===== src/hdl/mre_pkg.sv =====
package mre_pkg;

   localparam int DataWidth = 32;
   localparam int IndexWidth = 5;
   localparam int OpWidth = 7;

   // Operation codes (funct field, plus the host load).
   localparam logic [OpWidth-1:0] OpSll = 7'd0;
   localparam logic [OpWidth-1:0] OpSrl = 7'd2;
   localparam logic [OpWidth-1:0] OpJr = 7'd8;
   localparam logic [OpWidth-1:0] OpJalr = 7'd9;
   localparam logic [OpWidth-1:0] OpSyscall = 7'd12;
   localparam logic [OpWidth-1:0] OpMfhi = 7'd16;
   localparam logic [OpWidth-1:0] OpMflo = 7'd18;
   localparam logic [OpWidth-1:0] OpMult = 7'd24;
   localparam logic [OpWidth-1:0] OpMultu = 7'd25;
   localparam logic [OpWidth-1:0] OpDiv = 7'd26;
   localparam logic [OpWidth-1:0] OpDivu = 7'd27;
   localparam logic [OpWidth-1:0] OpAdd = 7'd32;
   localparam logic [OpWidth-1:0] OpAddu = 7'd33;
   localparam logic [OpWidth-1:0] OpSub = 7'd34;
   localparam logic [OpWidth-1:0] OpSubu = 7'd35;
   localparam logic [OpWidth-1:0] OpAnd = 7'd36;
   localparam logic [OpWidth-1:0] OpOr = 7'd37;
   localparam logic [OpWidth-1:0] OpXor = 7'd38;
   localparam logic [OpWidth-1:0] OpNor = 7'd39;
   localparam logic [OpWidth-1:0] OpSlt = 7'd42;
   localparam logic [OpWidth-1:0] OpSltu = 7'd43;
   localparam logic [OpWidth-1:0] OpHostLoad = 7'd64;

   localparam logic [IndexWidth-1:0] SyscallReg = 5'd2;
   localparam logic [DataWidth-1:0] ExitCode = 32'd10;
   localparam logic [DataWidth-1:0] LinkOffset = 32'd4;

   // Control between the sequencer and the divider.
   typedef struct packed {
      logic start;
      logic is_signed;
   } div_ctrl_type;

   typedef struct packed {
      logic done;
      logic busy;
   } div_stat_type;

endpackage


===== src/hdl/mre_divider.sv =====
module mre_divider (
   input  logic                  clock,
   input  logic                  reset,
   input  mre_pkg::div_ctrl_type ctrl,
   input  logic [31:0]           dividend,
   input  logic [31:0]           divisor,
   output mre_pkg::div_stat_type stat,
   output logic [31:0]           quotient,
   output logic [31:0]           remainder
);
   import mre_pkg::*;

   logic [31:0] quo_ff, quo_in;
   logic [32:0] rem_ff, rem_in;
   logic [31:0] dvs_ff, dvs_in;
   logic        neg_q_ff, neg_q_in, neg_r_ff, neg_r_in;
   logic [5:0]  count_ff, count_in;
   logic        busy_ff, busy_in, done_ff, done_in;
   logic [32:0] trial;

   // Restoring division, one quotient bit per cycle on magnitudes.
   always_comb begin
      trial = {rem_ff[31:0], quo_ff[31]} - {1'b0, dvs_ff};
      quo_in = quo_ff;
      rem_in = rem_ff;
      dvs_in = dvs_ff;
      neg_q_in = neg_q_ff;
      neg_r_in = neg_r_ff;
      count_in = count_ff;
      busy_in = busy_ff;
      done_in = 1'b0;
      if (ctrl.start) begin
         neg_r_in = ctrl.is_signed & dividend[31];
         neg_q_in = ctrl.is_signed & (dividend[31] ^ divisor[31]);
         quo_in = (ctrl.is_signed & dividend[31]) ? 32'd0 - dividend : dividend;
         dvs_in = (ctrl.is_signed & divisor[31]) ? 32'd0 - divisor : divisor;
         rem_in = '0;
         count_in = 6'd32;
         busy_in = 1'b1;
      end else if (busy_ff) begin
         if (!trial[32]) begin
            rem_in = trial;
            quo_in = {quo_ff[30:0], 1'b1};
         end else begin
            rem_in = {rem_ff[31:0], quo_ff[31]};
            quo_in = {quo_ff[30:0], 1'b0};
         end
         count_in = count_ff - 6'd1;
         if (count_ff == 6'd1) begin
            busy_in = 1'b0;
            done_in = 1'b1;
         end
      end
   end

   always_ff @(posedge clock) begin
      if (reset) begin
         busy_ff <= 1'b0;
         done_ff <= 1'b0;
         count_ff <= '0;
      end else begin
         busy_ff <= busy_in;
         done_ff <= done_in;
         count_ff <= count_in;
      end
      quo_ff <= quo_in;
      rem_ff <= rem_in;
      dvs_ff <= dvs_in;
      neg_q_ff <= neg_q_in;
      neg_r_ff <= neg_r_in;
   end

   // Sign correction of the finished magnitudes.
   assign quotient = neg_q_ff ? 32'd0 - quo_ff : quo_ff;
   assign remainder = neg_r_ff ? 32'd0 - rem_ff[31:0] : rem_ff[31:0];
   assign stat.done = done_ff;
   assign stat.busy = busy_ff;

endmodule

===== config.mk =====
export PLATFORM = sky130hd
export DESIGN_NAME = mre_divider
export DESIGN_NICKNAME = d
export VERILOG_FILES = /design/src/hdl/mre_pkg.sv /design/src/hdl/mre_divider.sv
export SDC_FILE = /design/constraint.sdc
export NUM_CORES = 1
export LEC_CHECK = 0
export BUFFER_PORTS_ARGS = -buffer_cell sky130_fd_sc_hd__buf_2
export CAP_MARGIN = 15
export CORE_MARGIN = 5
export CORE_UTILIZATION = 55
export CTS_CLUSTER_DIAMETER = 40
export DETAILED_ROUTE_END_ITERATION = 7
export GPL_TIMING_DRIVEN = 1
export PLACE_DENSITY = 0.75
export RECOVER_POWER = 25
export SETUP_SLACK_MARGIN = 0.1
export SYNTH_ARGS = -nofsm -noshare
export SYNTH_HDL_FRONTEND = slang
export SYNTH_SLANG_ARGS = --single-unit

===== constraint.sdc =====
create_clock -name clock -period 7.4 [get_ports clock]
set_input_delay 0.74 -clock clock [delete_from_list [all_inputs] [get_ports clock]]
set_output_delay 0.74 -clock clock [all_outputs]
set_load 0.01 [all_outputs]

==> key figures, run 1 <==
Synth
  • Top cell type's share of synthesized area: between 20 and 25%
  • Synth Register Bits: between 100 and 150
  • Distinct cells, synth: 77
  • Mapped Avg Cell Area: around 8.5 sq um
  • Mapped Nets: between 1000 and 1500
  • Number of flops mapped to enable cells by yosys: 66
  • Synth warn: 0
  • Sequential area share after synthesis: roughly a third
  • Most used DFF post-synth: edfxtp_1
  • Area contributors post-synth: edfxtp_1 (23%), dfxtp_1 (9.4%), xnor2_1 (9.1%)
  • Leading area contributor after synthesis: edfxtp_1
  • Mapped cell area: approximately 8500 sq um
  • Cell count after synthesis: roughly 1000
  • Post-synth ARST share: 0%

Clock network
  • Total clock sinks: 106
  • Post-CTS Setup Bufs: 0
  • Clk Latency, worst-skew pair: roughly 0.36 ns
  • CTS tree: built
  • TritonCTS Buffers: 9
  • Post-CTS resize count: 0
  • Post-CTS Hold Buffers: 0
  • Reg clk slew, reported paths: around 0.070 ns
  • Max clock buf depth: 2
  • H-tree depth reported by CTS: 3
  • CTS Root Cell: clkbuf_16

STA
  • Max Fclk: around 190 MHz
  • Max transition margin: -154%
  • # setup viols final: 0
  • Slew @ Worst Pin: ~3.8 ns
  • Fin crit period: between 5 and 6 ns
  • Unrepaired setup endpoints after global routing: false
  • Max Slew Vio Count: ~210
  • Tcrit/Tclk final: around 72%
  • Setup TNS: 0 ns
  • Final count of hold timing violations: 0
  • Clock skew: between 0.01 and 0.015 ns

Power
  • Maximum vdd ir drop: 142 uV
  • Pwr dens: between 150 and 200 nW/um^2
  • Total power: between 0.0015 and 0.002 W
  • Lkg Pwr: just under 4 nW

Critical path
  • Crit Path Class: in2reg
  • Worst setup SP type: input pin
  • Worst setup EP type: flip-flop
  • Max Fanout on Critical Path: 86
  • FF-to-FF setup slack: roughly 3.0 ns
  • Worst EP required: about 7.3 ns
  • Worst Path Arrival: 5.26 ns

Die
  • FP Rows: 45
  • Core outline area: roughly 15000 sq um
  • Die Wd: 135 um
  • Starting density of the core: a little under three fifths
  • I/O Pins: about 130
  • Die ar.: roughly 18000 sq um
  • Die height: about 130 um

Routing
  • DR pass1 iterations: 5
  • First DRT Iteration DRCs: between 700 and 800
  • Via count: 7929
  • Routed wire length: 22400 um
  • Post-route ant nets: 0
  • DRC viols: 0
  • Avg WL per Cell: 17.2 um
  • Via density: slightly above 6

Placement
  • Placed Cells: 1284
  • Placement-stage cell area: 9270 sq um
  • GP Congestion: 0.934
  • Detailed Place HPWL: approximately 17000 um
  • IO Port Bufs: between 100 and 150

Finish
  • Fin nets: roughly 1200
  • Post-Layout Cell Count: about 1300
  • Layout cells sized above 1: about 16%
  • Fillers: about 1400
  • P&R area growth vs syn: 12.1%
  • Most frequent cells in the layout: buf_2 (126), nor2_1 (103), nand2_1 (101)
  • Commonest non-fill, non-tap cell in the layout: buf_2
  • Final Cell Area: between 9000 and 10000 sq um
  • Final Util: 62.9%

Status
  • Failing checks: capacitance limit, slew limit
  • Status: complete, but fails checks

GRT
  • Initial antenna violation count: 1
  • Pin count of the biggest net entering global routing: 87
  • Global-route wire length before repair: ~35000 um
  • Vias in the first global route: about 7000
  • Total grt overflow: 0
  • Gr usage total: 24.0%

Min path
  • Hold/Removal Path Class: reg2reg

Job
  • Max cap viols: 4
[logic make-up (layout without fill, tap and decap cells)]
logic type               after synthesis  count (layout)  share of synthesized area, %
AO/OA/AOI/OAI                        268             268                          21.6
XOR/XNOR                             150             150                          15.4
adder cells (fa/ha/maj)               39              39                          5.81
buffers and inverters                105             210                          4.96
flip-flops                           106             106                          32.6
multiplexers                           1               1                         0.132
other                                  0               1                             0
AND/OR/NAND/NOR                      339             339                          19.6
[path summary, 6_finish.rpt]
path                               endpoint         from  depth (start not counted)
worst max-delay path             quo_ff[29]      ctrl[1]                          3
worst min-delay path            count_ff[0]  count_ff[0]                          2
worst max register to register   quo_ff[29]      busy_ff                          4
worst min register to register  count_ff[0]  count_ff[0]                          2
[critical path, stage by stage]
cell      delay [ns]
clkbuf_1        1.41
clkbuf_1        2.78
a21oi_1         0.27
[metal layers]
| metal | vias up | track usage (%) | routed length (um) |
|---|---|---|---|
| met3 | 30 | 3.35 | 1600 |
| met4 | 0 | 7.86 | 423 |
| met1 | 3694 | 33.0 | 9740 |
| met2 | 321 | 39.2 | 10600 |
| met5 | - | 0 | 0 |
| li1 | 3884 | - | - |
[synth_stat cells (5+ instances only)]
| cell | n |
|---|---|
| o21ai_0 | 34 |
| inv_1 | 55 |
| or3_1 | 14 |
| a211oi_1 | 6 |
| dfxtp_1 | 40 |
| o21ai_1 | 15 |
| and2_1 | 5 |
| or4_1 | 17 |
| a311oi_1 | 16 |
| nand2_1 | 101 |
| edfxtp_1 | 66 |
| a31oi_1 | 18 |
| buf_2 | 5 |
| nor2_1 | 103 |
| xor2_1 | 61 |
| xnor2_1 | 89 |
| buf_1 | 5 |
| nand2b_1 | 7 |
| and3_1 | 11 |
| nand4_1 | 7 |
| a21o_1 | 11 |
| a21oi_1 | 76 |
| ha_1 | 38 |
| o31ai_1 | 23 |
| o41ai_1 | 13 |
| nor2b_1 | 6 |
| nor3_1 | 19 |
| nand3_1 | 19 |
| clkbuf_1 | 35 |
[final cells by class]
type / count / area (sq um) / share of cell area, %
timing repair buffer: 139 / 694 / 7.26
inverter: 55 / 206 / 2.16
antenna: 1 / 2.50 / 0.0262
multi-input combinational: 797 / 5340 / 55.8
clock buffer: 15 / 299 / 3.13
sequential: 106 / 2780 / 29.1
clock inverter: 1 / 5.00 / 0.0523
tap: 188 / 235 / 2.46
[stage by stage]
stage | hold WS (ns) | setup WS, ns
floorplan | 0.463 | 4.04
global placement | 0.476 | 3.72
detailed placement | 0.495 | 3.62
CTS | 0.506 | 3.31
global route | 0.538 | 1.65
finish | 0.500 | 2.08
[state kept, by name (all words and copies together) (netlist names)]
| name | flops |
|---|---|
| rem_ff | 32 |
| neg_q_ff | 1 |
| done_ff | 1 |
| neg_r_ff | 1 |
| quo_ff | 32 |
| dvs_ff | 32 |
| count_ff | 6 |
| busy_ff | 1 |
[report_power, final]
| part | internal [W] | total, W | switching, W |
|---|---|---|---|
| Combinational | 0.000247 | 0.000582 | 0.000334 |
| Clock | 0.000277 | 0.000501 | 0.000224 |
| Sequential | 0.000692 | 0.000756 | 0.0000643 |
| Total | 0.00122 | 0.00184 | 0.000623 |
(Power assumes the default switching activity.)
==> inputs of run 2 (changes only) <==
==> constraint.sdc (replaced) <==
create_clock -name clock -period 5.2 [get_ports clock]
set_input_delay 0.52 -clock clock [delete_from_list [all_inputs] [get_ports clock]]
set_output_delay 0.52 -clock clock [all_outputs]
set_load 0.01 [all_outputs]
==> run 2 against run 1 <==
Net effect: the flow still finishes with violations (capacitance limit, slew limit); sequential cell count unchanged; clock skew down 0.0030 ns; sequential share of layout area down 0.080 points; worst hold slack worse by 0.15 ns; cell area up 0.27%; count of clock-buffer cells in the layout down 6; cell count about the same; die area unchanged; utilization up 0.17 points; worst setup slack worse by 0.99 ns; wire length down 0.55%; total power up 42%; critical path type is now reg2reg; critical endpoint is now rem_ff[23]; largest power group unchanged.
==> key figures, run 2 (synthesis gave the netlist of run 1 again) <==
Status
  • Status: complete, but fails checks (unchanged)
  • Failing checks: capacitance limit, slew limit (unchanged)

Routing
  • DR pass1 iterations: 5 (unchanged)
  • Via density: 6.00 (was 6.09)
  • Post-route ant nets: 0 (unchanged)
  • DRC viols: 0 (unchanged)
  • First DRT Iteration DRCs: 696 (was 734)
  • Routed wire length: 22200 um (was 22400 um)
  • Avg WL per Cell: 17.1 um (was 17.2 um)
  • Via count: 7823 (was 7929)

GRT
  • Met2 usage: 39.6% (was 39.2%)
  • Vias in the first global route: 7232 (was 7134)
  • Grt peak-use layer: met2 (unchanged)
  • Initial antenna violation count: 1 (unchanged)
  • Routing usage on met1: 34.1% (was 33.0%)
  • Gr usage total: 24.3% (was 24.0%)
  • Total grt overflow: 0 (unchanged)
  • Pin count of the biggest net entering global routing: 95 (was 87)
  • Global-route wire length before repair: 36100 um (was 35500 um)
  • GR Util met3: 2.65% (was 3.35%)

Critical path
  • Crit path to: rem_ff[23] (was quo_ff[29])
  • Worst r2r dst: rem_ff[23] (was quo_ff[29])
  • CP max-delay cell: clkbuf_1 (unchanged)
  • Worst EP required: 5.45 ns (was 7.33 ns)
  • Worst Path Arrival: 4.37 ns (was 5.26 ns)
  • Crit-path max cell delay: 1.51 ns (was 2.78 ns)
  • Crit Path Class: reg2reg (was in2reg)
  • FF-to-FF setup slack: 1.08 ns (was 2.99 ns)
  • Worst setup SP type: flip-flop (was input pin)
  • Worst R2R Path Depth: 6 (was 4)
  • Critical Path Start: busy_ff (was ctrl[1])
  • Worst setup EP type: flip-flop (unchanged)
  • Reg2reg start: busy_ff (unchanged)
  • Max Fanout on Critical Path: 50 (was 86)
  • CP Cell Sequence: clkbuf_1 > inv_1 > nor2_1 > buf_4 > nand2_1 > o22ai_1 (was clkbuf_1 > clkbuf_1 > a21oi_1)

Clock network
  • TritonCTS Buffers: 9 (unchanged)
  • CTS Root Cell: clkbuf_16 (unchanged)
  • Reg clk slew, reported paths: 0.07 ns (about the same)
  • Post-CTS Hold Buffers: 0 (unchanged)
  • Post-CTS resize count: 0 (unchanged)
  • CTS tree: built (unchanged)
  • H-tree depth reported by CTS: 3 (unchanged)
  • Total clock sinks: 106 (unchanged)
  • Max clock buf depth: 2 (unchanged)
  • Post-CTS Setup Bufs: 0 (unchanged)
  • Clk Latency, worst-skew pair: 0.36 ns (about the same)

STA
  • Setup TNS: 0 ns (unchanged)
  • Slew @ Worst Pin: 2.12 ns (was 3.81 ns)
  • # setup viols final: 0 (unchanged)
  • Clock skew: 0.00788 ns (was 0.0109 ns)
  • Fin crit period: just over 4 ns
  • Max Fclk: roughly 240 MHz
  • Hold Slack: 0.348 ns (was 0.500 ns)
  • Tcrit/Tclk final: 79.2%
  • Worst setup margin: 1.08 ns (was 2.08 ns)
  • Max transition margin: -41.1% (was -154%)
  • Unrepaired setup endpoints after global routing: false (unchanged)
  • Max Slew Vio Count: 178 (was 211)
  • Final count of hold timing violations: 0 (unchanged)

Placement
  • Detailed Place HPWL: 16700 um (was 16600 um)
  • Pre-CTS setup slack: 1.34 ns (was 3.62 ns)
  • IO Port Bufs: 133 (unchanged)
  • GP Congestion: 0.959 (was 0.934)

Die
  • Starting density of the core: 56.1% (unchanged)
  • Die height: 135 um (unchanged)
  • FP Rows: 45 (unchanged)
  • Die Wd: 135 um (unchanged)
  • I/O Pins: 134 (unchanged)
  • Die ar.: 18100 sq um (unchanged)
  • Core outline area: 15200 sq um (unchanged)

Power
  • Sw Share: 34.5% (was 33.9%)
  • P_int: 0.00172 W (was 0.00122 W)
  • Pwr dens: 273 nW/um^2 (was 192 nW/um^2)
  • Logic gate share of total power: 31.9% (was 31.6%)
  • P_sw: 0.000902 W (was 0.000623 W)
  • Clock Power Share: 27.1% (was 27.3%)
  • Lkg Pwr: 3.91 nW (was 3.89 nW)
  • Total power: 0.00262 W (was 0.00184 W)
  • Maximum vdd ir drop: 191 uV (was 142 uV)
  • Sequential share of power: 41.0% (was 41.1%)

Finish
  • P&R area growth vs syn: 12.4% (was 12.1%)
  • Most frequent cells in the layout: buf_2 (125), nor2_1 (103), nand2_1 (101) (was buf_2 (126), nor2_1 (103), nand2_1 (101))
  • Commonest non-fill, non-tap cell in the layout: buf_2 (unchanged)
  • Largest registers: dvs_ff x32, quo_ff x32, rem_ff x32 (unchanged)
  • Fin nets: 1216 (was 1215)
  • Layout cells sized above 1: 15.7% (was 15.5%)

Job
  • Max cap viols: 3 (was 4)

Min path
  • Hold/Removal Path Class: in2reg (was reg2reg)
run 2: per-stage QoR:
step                      instances  util, %  cell area [sq um]
final                          1303     63.1               9600
after global routing           1303     63.1               9600
after CTS                      1301     63.0               9580
after detailed placement       1285     61.1               9280
after global placement         1285     61.1               9280
after floorplan                1008        -               8530
run 2: area by class of cell:
cell class / count / area (sq um)
sequential: 106 / 2780
inverter: 55 / 206
antenna: 1 / 2.50
fill: 1351 / 5610
tap: 188 / 235
clock buffer: 9 / 225
timing repair buffer: 140 / 722
multi-input combinational: 797 / 5340
clock inverter: 7 / 77.6
run 2: how the worst min path moves through the flow:
| stage | from | endpoint | slack [ns] | cells after the start |
|---|---|---|---|---|
| finish | reset | busy_ff | 0.35 | 2 |
| floorplan | count_ff[0] | count_ff[0] | 0.46 | 2 |
| detailed placement | count_ff[0] | count_ff[0] | 0.48 | 2 |
| CTS | reset | count_ff[5] | 0.34 | 2 |
| global placement | count_ff[0] | count_ff[0] | 0.48 | 2 |
| global route | reset | count_ff[5] | 0.35 | 2 |
run 2: power groups by stage:
stage	Sequential [W]	Combinational (W)	Clock [W]
2_1_floorplan	0.00106	0.000580	0
3_3_place_gp	0.00109	0.000813	0
3_5_place_dp	0.00109	0.000821	0
4_1_cts	0.00107	0.000826	0.000717
5_1_grt	0.00108	0.000928	0.000752
6_report	0.00107	0.000834	0.000709
run 2: critical path: cells and delay by family, from the launching register on:
kind / cells / cell delay, ns
compound gates: 1 / 0.24
flops: 1 / 0.31
simple gates: 2 / 0.83
buf+inv: 3 / 2.63
run 2: layer usage:
metal	vias up	share of wire, %
met5	-	0
met4	0	2.3
met3	30	5.8
met2	252	47
met1	3663	45
li1	3878	-
